[config.mk]
export PLATFORM = sky130hd
export DESIGN_NAME = smeu_front_flat
export DESIGN_NICKNAME = d
export VERILOG_FILES = /design/src/rtl/core/smeu_pkg.sv /design/src/rtl/core/smeu_if.sv /design/src/rtl/core/smeu_front.sv /design/src/flat_wrapper.sv
export SDC_FILE = /design/constraint.sdc
export NUM_CORES = 1
export LEC_CHECK = 0
export ABC_CLOCK_PERIOD_IN_PS = 3800
export BUFFER_PORTS_ARGS = -buffer_cell sky130_fd_sc_hd__buf_2
export CAP_MARGIN = 10
export CORE_MARGIN = 2
export CORE_UTILIZATION = 52
export CTS_BUF_LIST = sky130_fd_sc_hd__clkbuf_16
export CTS_CLUSTER_SIZE = 20
export DETAILED_ROUTE_END_ITERATION = 12
export PLACE_DENSITY = 0.77
export SLEW_MARGIN = 25
export SYNTH_ARGS = -nofsm -noshare
export SYNTH_HDL_FRONTEND = slang
export SYNTH_SLANG_ARGS = --single-unit
[constraint.sdc]
create_clock -name clk -period 3.8 [get_ports clk]
set_clock_uncertainty 0.05 [all_clocks]
set_input_delay 0.38 -clock clk [delete_from_list [all_inputs] [get_ports clk]]
set_output_delay 0.38 -clock clk [all_outputs]
set_load 0.05 [all_outputs]
[src/rtl/core/smeu_pkg.sv]
`default_nettype none
// ----------------------------------------------------------------------------
// smeu_pkg
// Shared types and constants for the stack machine execute unit.
// ----------------------------------------------------------------------------
package smeu_pkg;

  localparam int STACK_DEPTH_DEF = 32;
  localparam int NUM_REGS_DEF    = 4;
  localparam int MEM_WORDS_DEF   = 256;

  typedef enum logic [3:0] {
    OP_PUSH = 4'd0, OP_POP = 4'd1, OP_ADD = 4'd2, OP_SUB = 4'd3,
    OP_MUL = 4'd4, OP_DIV = 4'd5, OP_SQRT = 4'd6, OP_OUT = 4'd7,
    OP_IN = 4'd8, OP_JMP = 4'd9, OP_JA = 4'd10, OP_JEQ = 4'd11,
    OP_JB = 4'd12, OP_JAE = 4'd13, OP_JBE = 4'd14, OP_JNE = 4'd15
  } op_t;

  localparam logic [1:0] MODE_IMM = 2'd0;
  localparam logic [1:0] MODE_REG = 2'd1;
  localparam logic [1:0] MODE_DIR = 2'd2;
  localparam logic [1:0] MODE_IND = 2'd3;

  localparam logic [2:0] ST_OK      = 3'd0;
  localparam logic [2:0] ST_UNDER   = 3'd1;
  localparam logic [2:0] ST_OVER    = 3'd2;
  localparam logic [2:0] ST_DIVZERO = 3'd3;
  localparam logic [2:0] ST_NEGSQRT = 3'd4;
  localparam logic [2:0] ST_RANGE   = 3'd5;

  // Classified request from front to back.
  typedef struct packed {
    op_t         op;
    logic [1:0]  mode;
    logic [31:0] immediate;
    logic [1:0]  reg_index;
    logic [7:0]  mem_address;
    logic [15:0] jump_target;
    logic [31:0] in_value;
    logic        is_push;
    logic        is_pop;
    logic        is_bin;
    logic        is_cjmp;
  } req_t;

  typedef struct packed {
    logic [2:0]  status;
    logic        out_valid;
    logic [31:0] out_value;
    logic        jump_taken;
    logic [15:0] next_target;
  } res_t;

  typedef enum logic [3:0] {
    S_IDLE, S_RD1, S_RD2, S_SRC, S_EXEC, S_MUL, S_DIV, S_SQRT, S_WB, S_DONE
  } state_t;

endpackage
`default_nettype wire

[src/rtl/core/smeu_if.sv]
`default_nettype none
// ----------------------------------------------------------------------------
// smeu_in_if / smeu_out_if
// Valid/ready channels for instruction requests and results.
// ----------------------------------------------------------------------------
interface smeu_in_if;
  logic        valid;
  logic        ready;
  logic [3:0]  action;
  logic [1:0]  mode;
  logic [31:0] immediate;
  logic [1:0]  reg_index;
  logic [7:0]  mem_address;
  logic [15:0] jump_target;
  logic [31:0] in_value;
  modport source (output valid, action, mode, immediate, reg_index, mem_address,
                  jump_target, in_value, input ready);
  modport sink (input valid, action, mode, immediate, reg_index, mem_address,
                jump_target, in_value, output ready);
endinterface

`default_nettype wire

[src/rtl/core/smeu_front.sv]
`default_nettype none
// ----------------------------------------------------------------------------
// smeu_front
// Accepts requests, classifies them and holds them in a two-entry queue.
// ----------------------------------------------------------------------------
module smeu_front
  import smeu_pkg::*;
(
  input  wire logic clk,
  input  wire logic rst,
  smeu_in_if.sink   in_ch,
  output req_t      req,
  output logic      req_valid,
  input  wire logic req_take
);

  req_t       q [2];
  logic       rd_ptr, wr_ptr;
  logic [1:0] count;
  req_t       cls;
  logic       push_en;

  always_comb begin
    cls.op          = op_t'(in_ch.action);
    cls.mode        = in_ch.mode;
    cls.immediate   = in_ch.immediate;
    cls.reg_index   = in_ch.reg_index;
    cls.mem_address = in_ch.mem_address;
    cls.jump_target = in_ch.jump_target;
    cls.in_value    = in_ch.in_value;
    cls.is_push     = in_ch.action == OP_PUSH || in_ch.action == OP_IN;
    cls.is_pop      = in_ch.action == OP_POP || in_ch.action == OP_OUT;
    cls.is_bin      = in_ch.action inside {OP_ADD, OP_SUB, OP_MUL, OP_DIV};
    cls.is_cjmp     = in_ch.action >= OP_JA;
  end

  assign in_ch.ready = count != 2'd2;
  assign push_en     = in_ch.valid && in_ch.ready;
  assign req_valid   = count != 2'd0;
  assign req         = q[rd_ptr];

  always_ff @(posedge clk) begin
    if (push_en) q[wr_ptr] <= cls;
    if (rst) begin
      rd_ptr <= 1'b0;
      wr_ptr <= 1'b0;
      count  <= 2'd0;
    end else begin
      if (push_en) wr_ptr <= ~wr_ptr;
      if (req_take) rd_ptr <= ~rd_ptr;
      count <= count + {1'b0, push_en} - {1'b0, req_take};
    end
  end

endmodule
`default_nettype wire

[src/flat_wrapper.sv]
// flat-port wrapper written by rule: the top's interface ports become plain ports
module smeu_front_flat import smeu_pkg::*;
  (clk, rst, req, req_valid, req_take, in_ch_valid, in_ch_action, in_ch_mode, in_ch_immediate, in_ch_reg_index, in_ch_mem_address, in_ch_jump_target, in_ch_in_value, in_ch_ready);
  smeu_in_if in_ch_i ();
  input  wire logic clk;
  input  wire logic rst;
  output req_t req;
  output logic req_valid;
  input  wire logic req_take;
  input wire logic [$bits(in_ch_i.valid)-1:0] in_ch_valid;
  input wire logic [$bits(in_ch_i.action)-1:0] in_ch_action;
  input wire logic [$bits(in_ch_i.mode)-1:0] in_ch_mode;
  input wire logic [$bits(in_ch_i.immediate)-1:0] in_ch_immediate;
  input wire logic [$bits(in_ch_i.reg_index)-1:0] in_ch_reg_index;
  input wire logic [$bits(in_ch_i.mem_address)-1:0] in_ch_mem_address;
  input wire logic [$bits(in_ch_i.jump_target)-1:0] in_ch_jump_target;
  input wire logic [$bits(in_ch_i.in_value)-1:0] in_ch_in_value;
  output wire logic [$bits(in_ch_i.ready)-1:0] in_ch_ready;
  assign in_ch_i.valid = in_ch_valid;
  assign in_ch_i.action = in_ch_action;
  assign in_ch_i.mode = in_ch_mode;
  assign in_ch_i.immediate = in_ch_immediate;
  assign in_ch_i.reg_index = in_ch_reg_index;
  assign in_ch_i.mem_address = in_ch_mem_address;
  assign in_ch_i.jump_target = in_ch_jump_target;
  assign in_ch_i.in_value = in_ch_in_value;
  assign in_ch_ready = in_ch_i.ready;
  smeu_front u_core (.clk(clk), .rst(rst), .in_ch(in_ch_i), .req(req), .req_valid(req_valid), .req_take(req_take));
endmodule
==> metrics, run 1 <==
status=finished clean; Initial Util=a little over half; Max Slew Vio Count=0; largest family of logic cells by synthesized area=multiplexers; Req. time, crit path=between 3 and 4 ns; Hold Path Stages=1; CTS sink cnt=a little over 200; die area=between 15,000 and 20,000 µm²; Worst-path clk slew=0.06 ns; pre-CTS setup slack=between 1.5 and 2 ns; Ports=slightly above 200; # resized after CTS=0; Synth Register Bits=205; DRC=0; leading area contributor after synthesis=edfxtp_1; Area contributors post-synth=edfxtp_1 (80%), mux2_2 (15%), dfxtp_1 (1.3%); RSZ-0062 raised after global routing=no; Final WS setup=~1.1 ns; largest net degree at the start of global routing=between 50 and 60; CTS max path bufs=3; Root Driver=clkbuf_16; Vias=around 3,800; postcts setup bufs=0; Routed WL=around 13 mm; critical path's largest stage delay=between 0.8 and 0.9 ns; simple logic cell fraction of the synthesized area=around 1.0%; crit path capture type=output port; nets=between 600 and 700; worst min-delay path class=input pin to flip-flop; Seq/Total Area, Yosys=between 80 and 90%; maximum fanout along the worst path=between 50 and 60; CP max-delay cell=dfxtp_4; Core Util, Final=66.4%; post-synth net total=443; syn avg cell area=roughly 22 µm²; Fmax=between 300 and 400 MHz; clock latency on the worst-skew pair=about 0.47 ns; CTS Buf Count=20; Global Route Usage Sum=around 16%; VDD IR max=0.000483 V; Syn Inst Count=around 340; Compound-Gate Fraction of Synth Area=less than 1%; crit path time final=~2.7 ns; CP delay by family, top=flip-flops; H-tree levels=1; Worst R2R End=u_core.q[1][34]; # port buffers=approximately 200; Area Growth Syn to Fin=24.1%; most common cell after layout, fill and taps aside=buf_2; Ys Warns=0; Initial DRT Pass Iterations=6; initial antenna violation count=0; TritonCTS clock tree=built; min-delay src=in_ch_immediate[4]; vias in the first global route=approximately 3,800; crit-path cells=buf_12 -> mux2_2 -> buf_2; CP Launch Type=flip-flop; DP HPWL=a little under 9 mm; setup_tns=0 ns; Final Setup Violations=0; chip height=124 µm; hold_buf cts=0; Final Hold Viols=0; Avg WL per Cell=around 18 µm; Pwr per Cell Area=just under 600 nW/µm²; Worst R2R Setup Slack=between 1.5 and 2 ns; Slew Limit Headroom=approximately half; Mapped Area=7480 µm²; Distinct cells, synth=25; Tcrit/Tclk final=between 70% and 80%; DR iter-0 viols=between 150 and 200; Yosys top cell area share=80.3%; post-synthesis mux area share=approximately 15%; Die Wd=around 120 µm; CP arrival=2.27 ns; DRT antenna net count=0; Worst Path Buf+Inv=2; antenna diode count=0; Via density=slightly above 5; measured slew at the worst slew-check pin=between 0.7 and 0.8 ns; most frequent cells in the layout=buf_2 (201), edfxtp_1 (200), mux2_2 (100), clkbuf_16 (20), clkinv_2 (6); maxcap violations=0; total grt overflow=0; crit path kind=flip-flop to output port; XOR/XNOR share of the synthesized area=0.234%; Reg2Reg Depth=3; Reg2Reg Launch Point=u_core.count[0]; RePlAce Congestion=roughly 0.70; area of the core=14,000 µm²; # rows=43; end of the worst hold path=u_core.q[0][66]; Stages on worst setup path=3; share of layout cells above drive strength 1=59.1%; adder-cell share of the synthesized area=less than 1%; Leakage=between 3 and 4 nW; first-pass GRT wire length=19.1 mm
[where the power goes]
part	total, W	switching (W)	internal [W]
sequential	0.00275	0.0000607	0.00269
clock	0.00172	0.000756	0.000961
combinational	0.00105	0.000760	0.000289
[logic make-up after synthesis]
kind of cell,Yosys count
xor gates and xnor gates,2
buffers and inverters,13
muxes,102
and+or+nand+nor,14
adders and majority gates,1
AOI/OAI and AO/OA,5
DFF,205
[worst max path at each step]
stage               slack (ns)        endpoint       startpoint
floorplan                 0.32  u_core.q[0][0]  u_core.count[0]
global placement          1.60         req[43]        flip-flop
detailed placement        1.57         req[12]        flip-flop
CTS                       1.04         req[14]        flip-flop
global route              0.96         req[43]        flip-flop
finish                    1.10         req[43]        flip-flop
[synthesized netlist by cell type]
cell type,count
nand3b_1,1
dfxtp_1,5
o21a_1,1
nor2b_1,1
buf_2,1
and2b_1,1
nor2_1,4
inv_1,2
edfxtp_1,200
xnor2_1,2
nand2b_1,1
buf_4,10
mux2_2,100
nor3_1,1
a21bo_2,1
nand3_1,1
a21o_1,1
mux2i_1,1
or2_2,1
a21oi_1,2
mux2_1,1
nand2_1,1
and3b_1,1
ha_1,1
and3_1,1
[layer usage]
metal	track usage (%)	vias up	wire (µm)	share of wire [%]
met3	3.66	23	911	6.8
met5	0	-	0	0
met2	28.9	139	6950	52
met4	5.13	0	311	2.3
met1	20.3	1866	5160	39
li1	-	1778	-	-
[registers in the layout, indices dropped and copies added, names as in the netlist, named ones only]
| register | count |
|---|---|
| u_core.count | 2 |
| u_core.q | 200 |
| u_core.wr_ptr | 1 |
| u_core.rd_ptr | 1 |
[metrics by stage]
stage                     total power [W]  std cells  area [µm²]  hold slack (ns)
final                             0.00551        750        9290           0.0415
after global routing              0.00573        750        9290           0.0230
after CTS                         0.00557        750        9290           0.0233
after detailed placement          0.00385        715        8710            0.450
after global placement            0.00383        715        8710            0.443
after floorplan                   0.00359        342        7480            0.399
[layout make-up]
type | instances | area, µm²
clock buffer | 20 | 500
clock inverter | 15 | 80.1
fill | 970 | 4700
inverter | 2 | 10.0
multi-input combinational | 124 | 1290
sequential | 205 | 6110
tap | 180 | 225
timing repair buffer | 204 | 1070
No activity file was read; power rests on OpenSTA's default activity.
==> inputs of run 2 (changes only) <==
ABC_CLOCK_PERIOD_IN_PS = 2700   (was 3800)
clock period = 2.7 ns   (was 3.8 ns; I/O delays follow)
==> run 2 against run 1 <==
Sequential share of layout area fell by 6.8 points. Register-to-register slack lost 0.84 ns. Global-route usage up 3.2 points. Design area up 12%. Die area stayed put. Sequential power up 41%. Largest cell class unchanged.
==> metrics, run 2 (same netlist as run 1, synthesis figures left out) <==
CTS Buf Count=20; Ports=around 200; Tcrit/Tclk final=about 87%; Global Route Usage Sum=19.6%; min-delay src=req_take; TritonCTS clock tree=built; Max Slew Vio Count=0; crit path kind=flip-flop to output port; # resized after CTS=0; minimum hold slack=about 0.025 ns; CTS sink cnt=a little over 200; die area=about 15,000 µm²; H-tree levels=1; most flop-heavy register=u_core.q; crit path capture type=output port; Vias=around 4,300; DR iter-0 viols=~320; Worst-path clk slew=about 0.060 ns; largest net degree at the start of global routing=a little over 100; Post-Place Cells=717; Final Setup Violations=0; maxcap violations=0; Avg WL per Cell=18.3 µm; crit path time final=2.36 ns; first-pass GRT wire length=approximately 23 mm; # rows=43; Final Hold Viols=0; most frequent cells in the layout=buf_2 (201), edfxtp_1 (200), mux2_2 (100), dlygate4sd3_1 (97), clkbuf_16 (21); met2 WL=8.59 mm; fill count=between 800 and 900; setup_tns=0 ns; Slew Limit Headroom=~61%; Reg2Reg Launch Point=u_core.count[0]; FF/Latch Area=6110 µm²; initial antenna violation count=0; Fmax=between 400 and 500 MHz; Req. time, crit path=2.38 ns; measured slew at the worst slew-check pin=around 0.6 ns; CTS max path bufs=3; RSZ-0062 raised after global routing=no; DRT antenna net count=0; status=finished clean; DP HPWL=just under 9 mm; Via density=around 5.0; chip height=roughly 120 µm; Pwr per Cell Area=789 nW/µm²; CP Launch Type=flip-flop; VDD IR max=approximately 0.00054 V; Met3 Wirelength=1.03 mm; Initial DRT Pass Iterations=4; area of the multi-input gates=around 1300 µm²; vias in the first global route=4,709; Area Growth Syn to Fin=38.4%; RePlAce Congestion=between 0.7 and 0.8; max FFs per register=200; Finished Layout Cells=851; Die Wd=between 100 and 150 µm; Routed WL=~16 mm; top flop regs=u_core.q (200), u_core.count (2); total grt overflow=0; Root Driver=clkbuf_16; maximum fanout along the worst path=40; CP arrival=2.04 ns; most common cell after layout, fill and taps aside=buf_2; highest routed metal layer=met4; DRC=0; # port buffers=201; share of layout cells above drive strength 1=between 50% and 60%; Leakage=about 3.9 nW; worst min-delay path class=input pin to flip-flop; area of the core=14,000 µm²; M1 wire length=around 5.6 mm; nets=757; Initial Util=between 50% and 60%; clock latency on the worst-skew pair=roughly 0.48 ns
==> run 2: per-stage QoR <==
stage | area (µm²) | util [%] | setup WS, ns | total power, W
finish | 10400 | 74.0 | 0.341 | 0.00817
global route | 10400 | 74.0 | 0.275 | 0.00846
CTS | 10400 | 74.0 | 0.338 | 0.00822
detailed placement | 8740 | 62.5 | 0.862 | 0.00543
global placement | 8740 | 62.5 | 0.865 | 0.00539
floorplan | 7500 | - | 0.0588 | 0.00505
==> run 2: area by class of cell <==
class,instances,area share (%)
Antenna cell,1,0.0242
Clock buffer,21,5.07
Clock inverter,15,1.12
Inverter,2,0.109
Multi-Input combinational cell,124,12.6
Sequential cell,205,59.0
Tap cell,180,2.17
Timing Repair Buffer,303,19.9
==> run 2: repair_timing <==
action / in CTS / in global routing
endpoints found under the hold margin: 196 / 0
endpoints found under the setup margin: 0 / 0
buffers inserted: 0 / 0
hold buffers: 97 / 0
==> run 2: worst paths after layout <==
check	slack, ns	depth (start not counted)	endpoint
worst max-delay path	0.34	3	req[91]
worst min-delay path	0.03	3	u_core.rd_ptr
worst max register to register	0.90	3	u_core.q[1][80]
worst min register to register	0.47	2	u_core.rd_ptr
==> run 2: worst max-delay path, stage by stage (launching register included) <==
cell and delay (ns):
dfxtp_4 0.62, buf_12 0.28, mux2_2 0.38, buf_2 0.22
==> run 2: power breakdown <==
| part | total [W] | leakage [nW] | switching [W] | internal (W) |
|---|---|---|---|---|
| logic | 0.00162 | 1.69 | 0.00111 | 0.000508 |
| registers | 0.00387 | 1.91 | 0.0000827 | 0.00378 |
| clock network | 0.00268 | 0.337 | 0.00109 | 0.00159 |
==> run 2: metal layers <==
metal	vias up	GRT usage [%]
li1	1990	-
met1	2064	20.6
met2	167	38.3
met3	31	4.44
met4	0	6.53
met5	-	0
==> inputs of run 3 (changes only) <==
ABC_AREA = 1   (was default)
CORE_UTILIZATION = 53   (was 52)
PLACE_DENSITY = 0.78   (was 0.77)
==> run 3 against run 2 <==
First-iteration DRC count decreased by 21%. Via count increased by 1.9%. Power increased by 1.7%. Die area increased by 4.4%. Hold slack improved by 0.033 ns. Register-to-register slack got worse by 0.12 ns. Cell count increased by 1.5%. Fmax increased by 10%.
==> metrics, run 3 <==
fill count=around 870; pre-CTS setup slack=between 0.7 and 0.8 ns; Synth Register Bits=205; Pwr Total=a little over 0.008 W; Leakage=roughly 4.3 nW; DR iter-0 viols=~250; most common cell in the netlist=edfxtp_1; setup_tns=0 ns; Die Wd=127 µm; DRC=0; Int Power=a little under 0.006 W; Distinct cells, synth=15; Tcrit/Tclk final=79.2%; share of power burned in registers=around 47%; most flop-heavy register=u_core.q; hold_buf cts=between 90 and 100; CP Launch Type=flip-flop; crit path time final=between 2 and 2.5 ns; area of the core=between 10,000 and 15,000 µm²; Fmax=~470 MHz; clock latency on the worst-skew pair=between 0.4 and 0.5 ns; Via density=5.01; minimum hold slack=about 0.06 ns; top flop regs=u_core.q (200), u_core.count (2); Worst R2R End=u_core.q[1][39]; Max Slew Vio Count=0; chip height=around 130 µm; Mapped Area=about 8000 µm²; Slew Limit Headroom=a little over half; H-tree levels=1; RSZ-0062 raised after global routing=no; Req. time, crit path=between 2 and 2.5 ns; clock share of power=a little under a third; postcts setup bufs=0; antenna diode count=0; Routed WL=around 16 mm; Worst-path clk slew=roughly 0.060 ns; dominant register cell in the synthesized netlist=edfxtp_1; critical path's largest stage delay=~0.37 ns; Pwr per Cell Area=777 nW/µm²; DRT antenna net count=0; CP arrival=between 1.5 and 2 ns; DP HPWL=9.22 mm; CTS max path bufs=3; Comb pwr share=22.9%; crit path capture type=output port; Worst R2R Setup Slack=0.78 ns; Final WS setup=0.563 ns; synth cell count leaders=edfxtp_1 (200), mux2_4 (100), buf_12 (10), nor2_1 (10), nand2_1 (8); asr flop ratio synth=0%; syn avg cell area=22.8 µm²; min-delay src=req_take; Syn Inst Count=350; die area=16,000 µm²; share of layout cells above drive strength 1=between 40% and 50%; P_sw=around 0.0024 W; Area Growth Syn to Fin=34.0%; end of the worst hold path=u_core.rd_ptr; FF/Latch Area=slightly above 6000 µm²; EDFF count, synth=200; CP max-delay cell=dfxtp_4; initial antenna violation count=0; RePlAce Congestion=0.701; nets=768; worst min-delay path class=input pin to flip-flop; Reg2Reg Launch Point=u_core.count[0]; measured slew at the worst slew-check pin=0.700 ns; Initial DRT Pass Iterations=4; Root Driver=clkbuf_16; Initial Util=between 50% and 60%; leading area contributor after synthesis=edfxtp_1; Yosys top cell area share=about 75%; Reg2Reg Depth=7; # resized after CTS=0; Final Setup Violations=0; Ports=between 200 and 250; Avg WL per Cell=18.1 µm; CTS Buf Count=21; Ys Warns=0; Vias=around 4,300; max FFs per register=200; CTS sink cnt=205; Final Hold Viols=0; status=finished clean; TritonCTS clock tree=built; VDD IR max=roughly 0.00071 V; area of the multi-input gates=approximately 1700 µm²; most frequent cells in the layout=buf_2 (201), edfxtp_1 (200), mux2_4 (100), dlygate4sd3_1 (97), clkbuf_16 (21); most common cell after layout, fill and taps aside=buf_2; crit-path cells=buf_12 -> mux2_4 -> buf_2; Global Route Usage Sum=between 10% and 20%; crit path kind=flip-flop to output port; maximum fanout along the worst path=54; largest net degree at the start of global routing=55; Seq/Total Area, Yosys=~77%; Core Util, Final=approximately 73%; Hold Path Stages=3; maxcap violations=0; total grt overflow=0; Area contributors post-synth=edfxtp_1 (75%), mux2_4 (19%), buf_12 (2.5%); # rows=44; # port buffers=201; Switching Share=29.2%; first-pass GRT wire length=between 20 and 25 mm; vias in the first global route=around 4,700; post-synth net total=between 400 and 500
## run 3: power groups by stage
stage | clock network, W | registers, W | logic (W)
after CTS | 0.00256 | 0.00391 | 0.00190
after global routing | 0.00268 | 0.00393 | 0.00198
after global placement | 0 | 0.00395 | 0.00176
after detailed placement | 0 | 0.00398 | 0.00179
final | 0.00249 | 0.00391 | 0.00190
after floorplan | 0 | 0.00396 | 0.00145
## run 3: area by class of cell
type	count	share of cell area [%]
well taps	184	2.15
clock inverters	15	0.574
multi-input cells	127	15.5
clock buffers	21	4.92
inverters	7	0.281
flip-flops and latches	205	57.2
repair buffers	305	19.5
## run 3: worst max path at each step
stage,startpoint,endpoint,slack (ns),depth (start not counted)
after detailed placement,u_core.count[1],u_core.q[1][43],0.78,6
after global routing,flip-flop,req[1],0.51,3
after CTS,flip-flop,req[8],0.55,3
final,flip-flop,req[39],0.56,3
after floorplan,u_core.count[0],u_core.q[1][0],0.003,6
after global placement,u_core.count[0],u_core.q[1][43],0.84,7
## run 3: cells by family after synthesis
| family | Yosys count | share of synthesized area [%] |
|---|---|---|
| adder cells (fa/ha/maj) | 1 | 0.157 |
| flip-flops | 205 | 76.6 |
| AO/OA/AOI/OAI | 2 | 0.125 |
| multiplexers | 100 | 18.8 |
| AND/OR/NAND/NOR | 22 | 1.11 |
| XOR/XNOR | 2 | 0.220 |
| buffers and inverters | 18 | 2.98 |
## run 3: metrics by stage
stage          instances  instance area (µm²)
2_1_floorplan        350                 8000
6_report             864                10700
3_3_place_gp         731                 9130
3_5_place_dp         731                 9130
4_1_cts              864                10700
5_1_grt              864                10700
## run 3: critical path: cells and delay by family, from the launching register on
family                 cells  cell delay, ns
buffers and inverters      2            0.55
multiplexers               1            0.35
flip-flops                 1            0.37
## run 3: layer usage
layer	routed length, µm	track usage [%]
met1	5850	21.4
met2	8370	35.3
met3	999	4.81
met4	406	6.40
met5	0	0
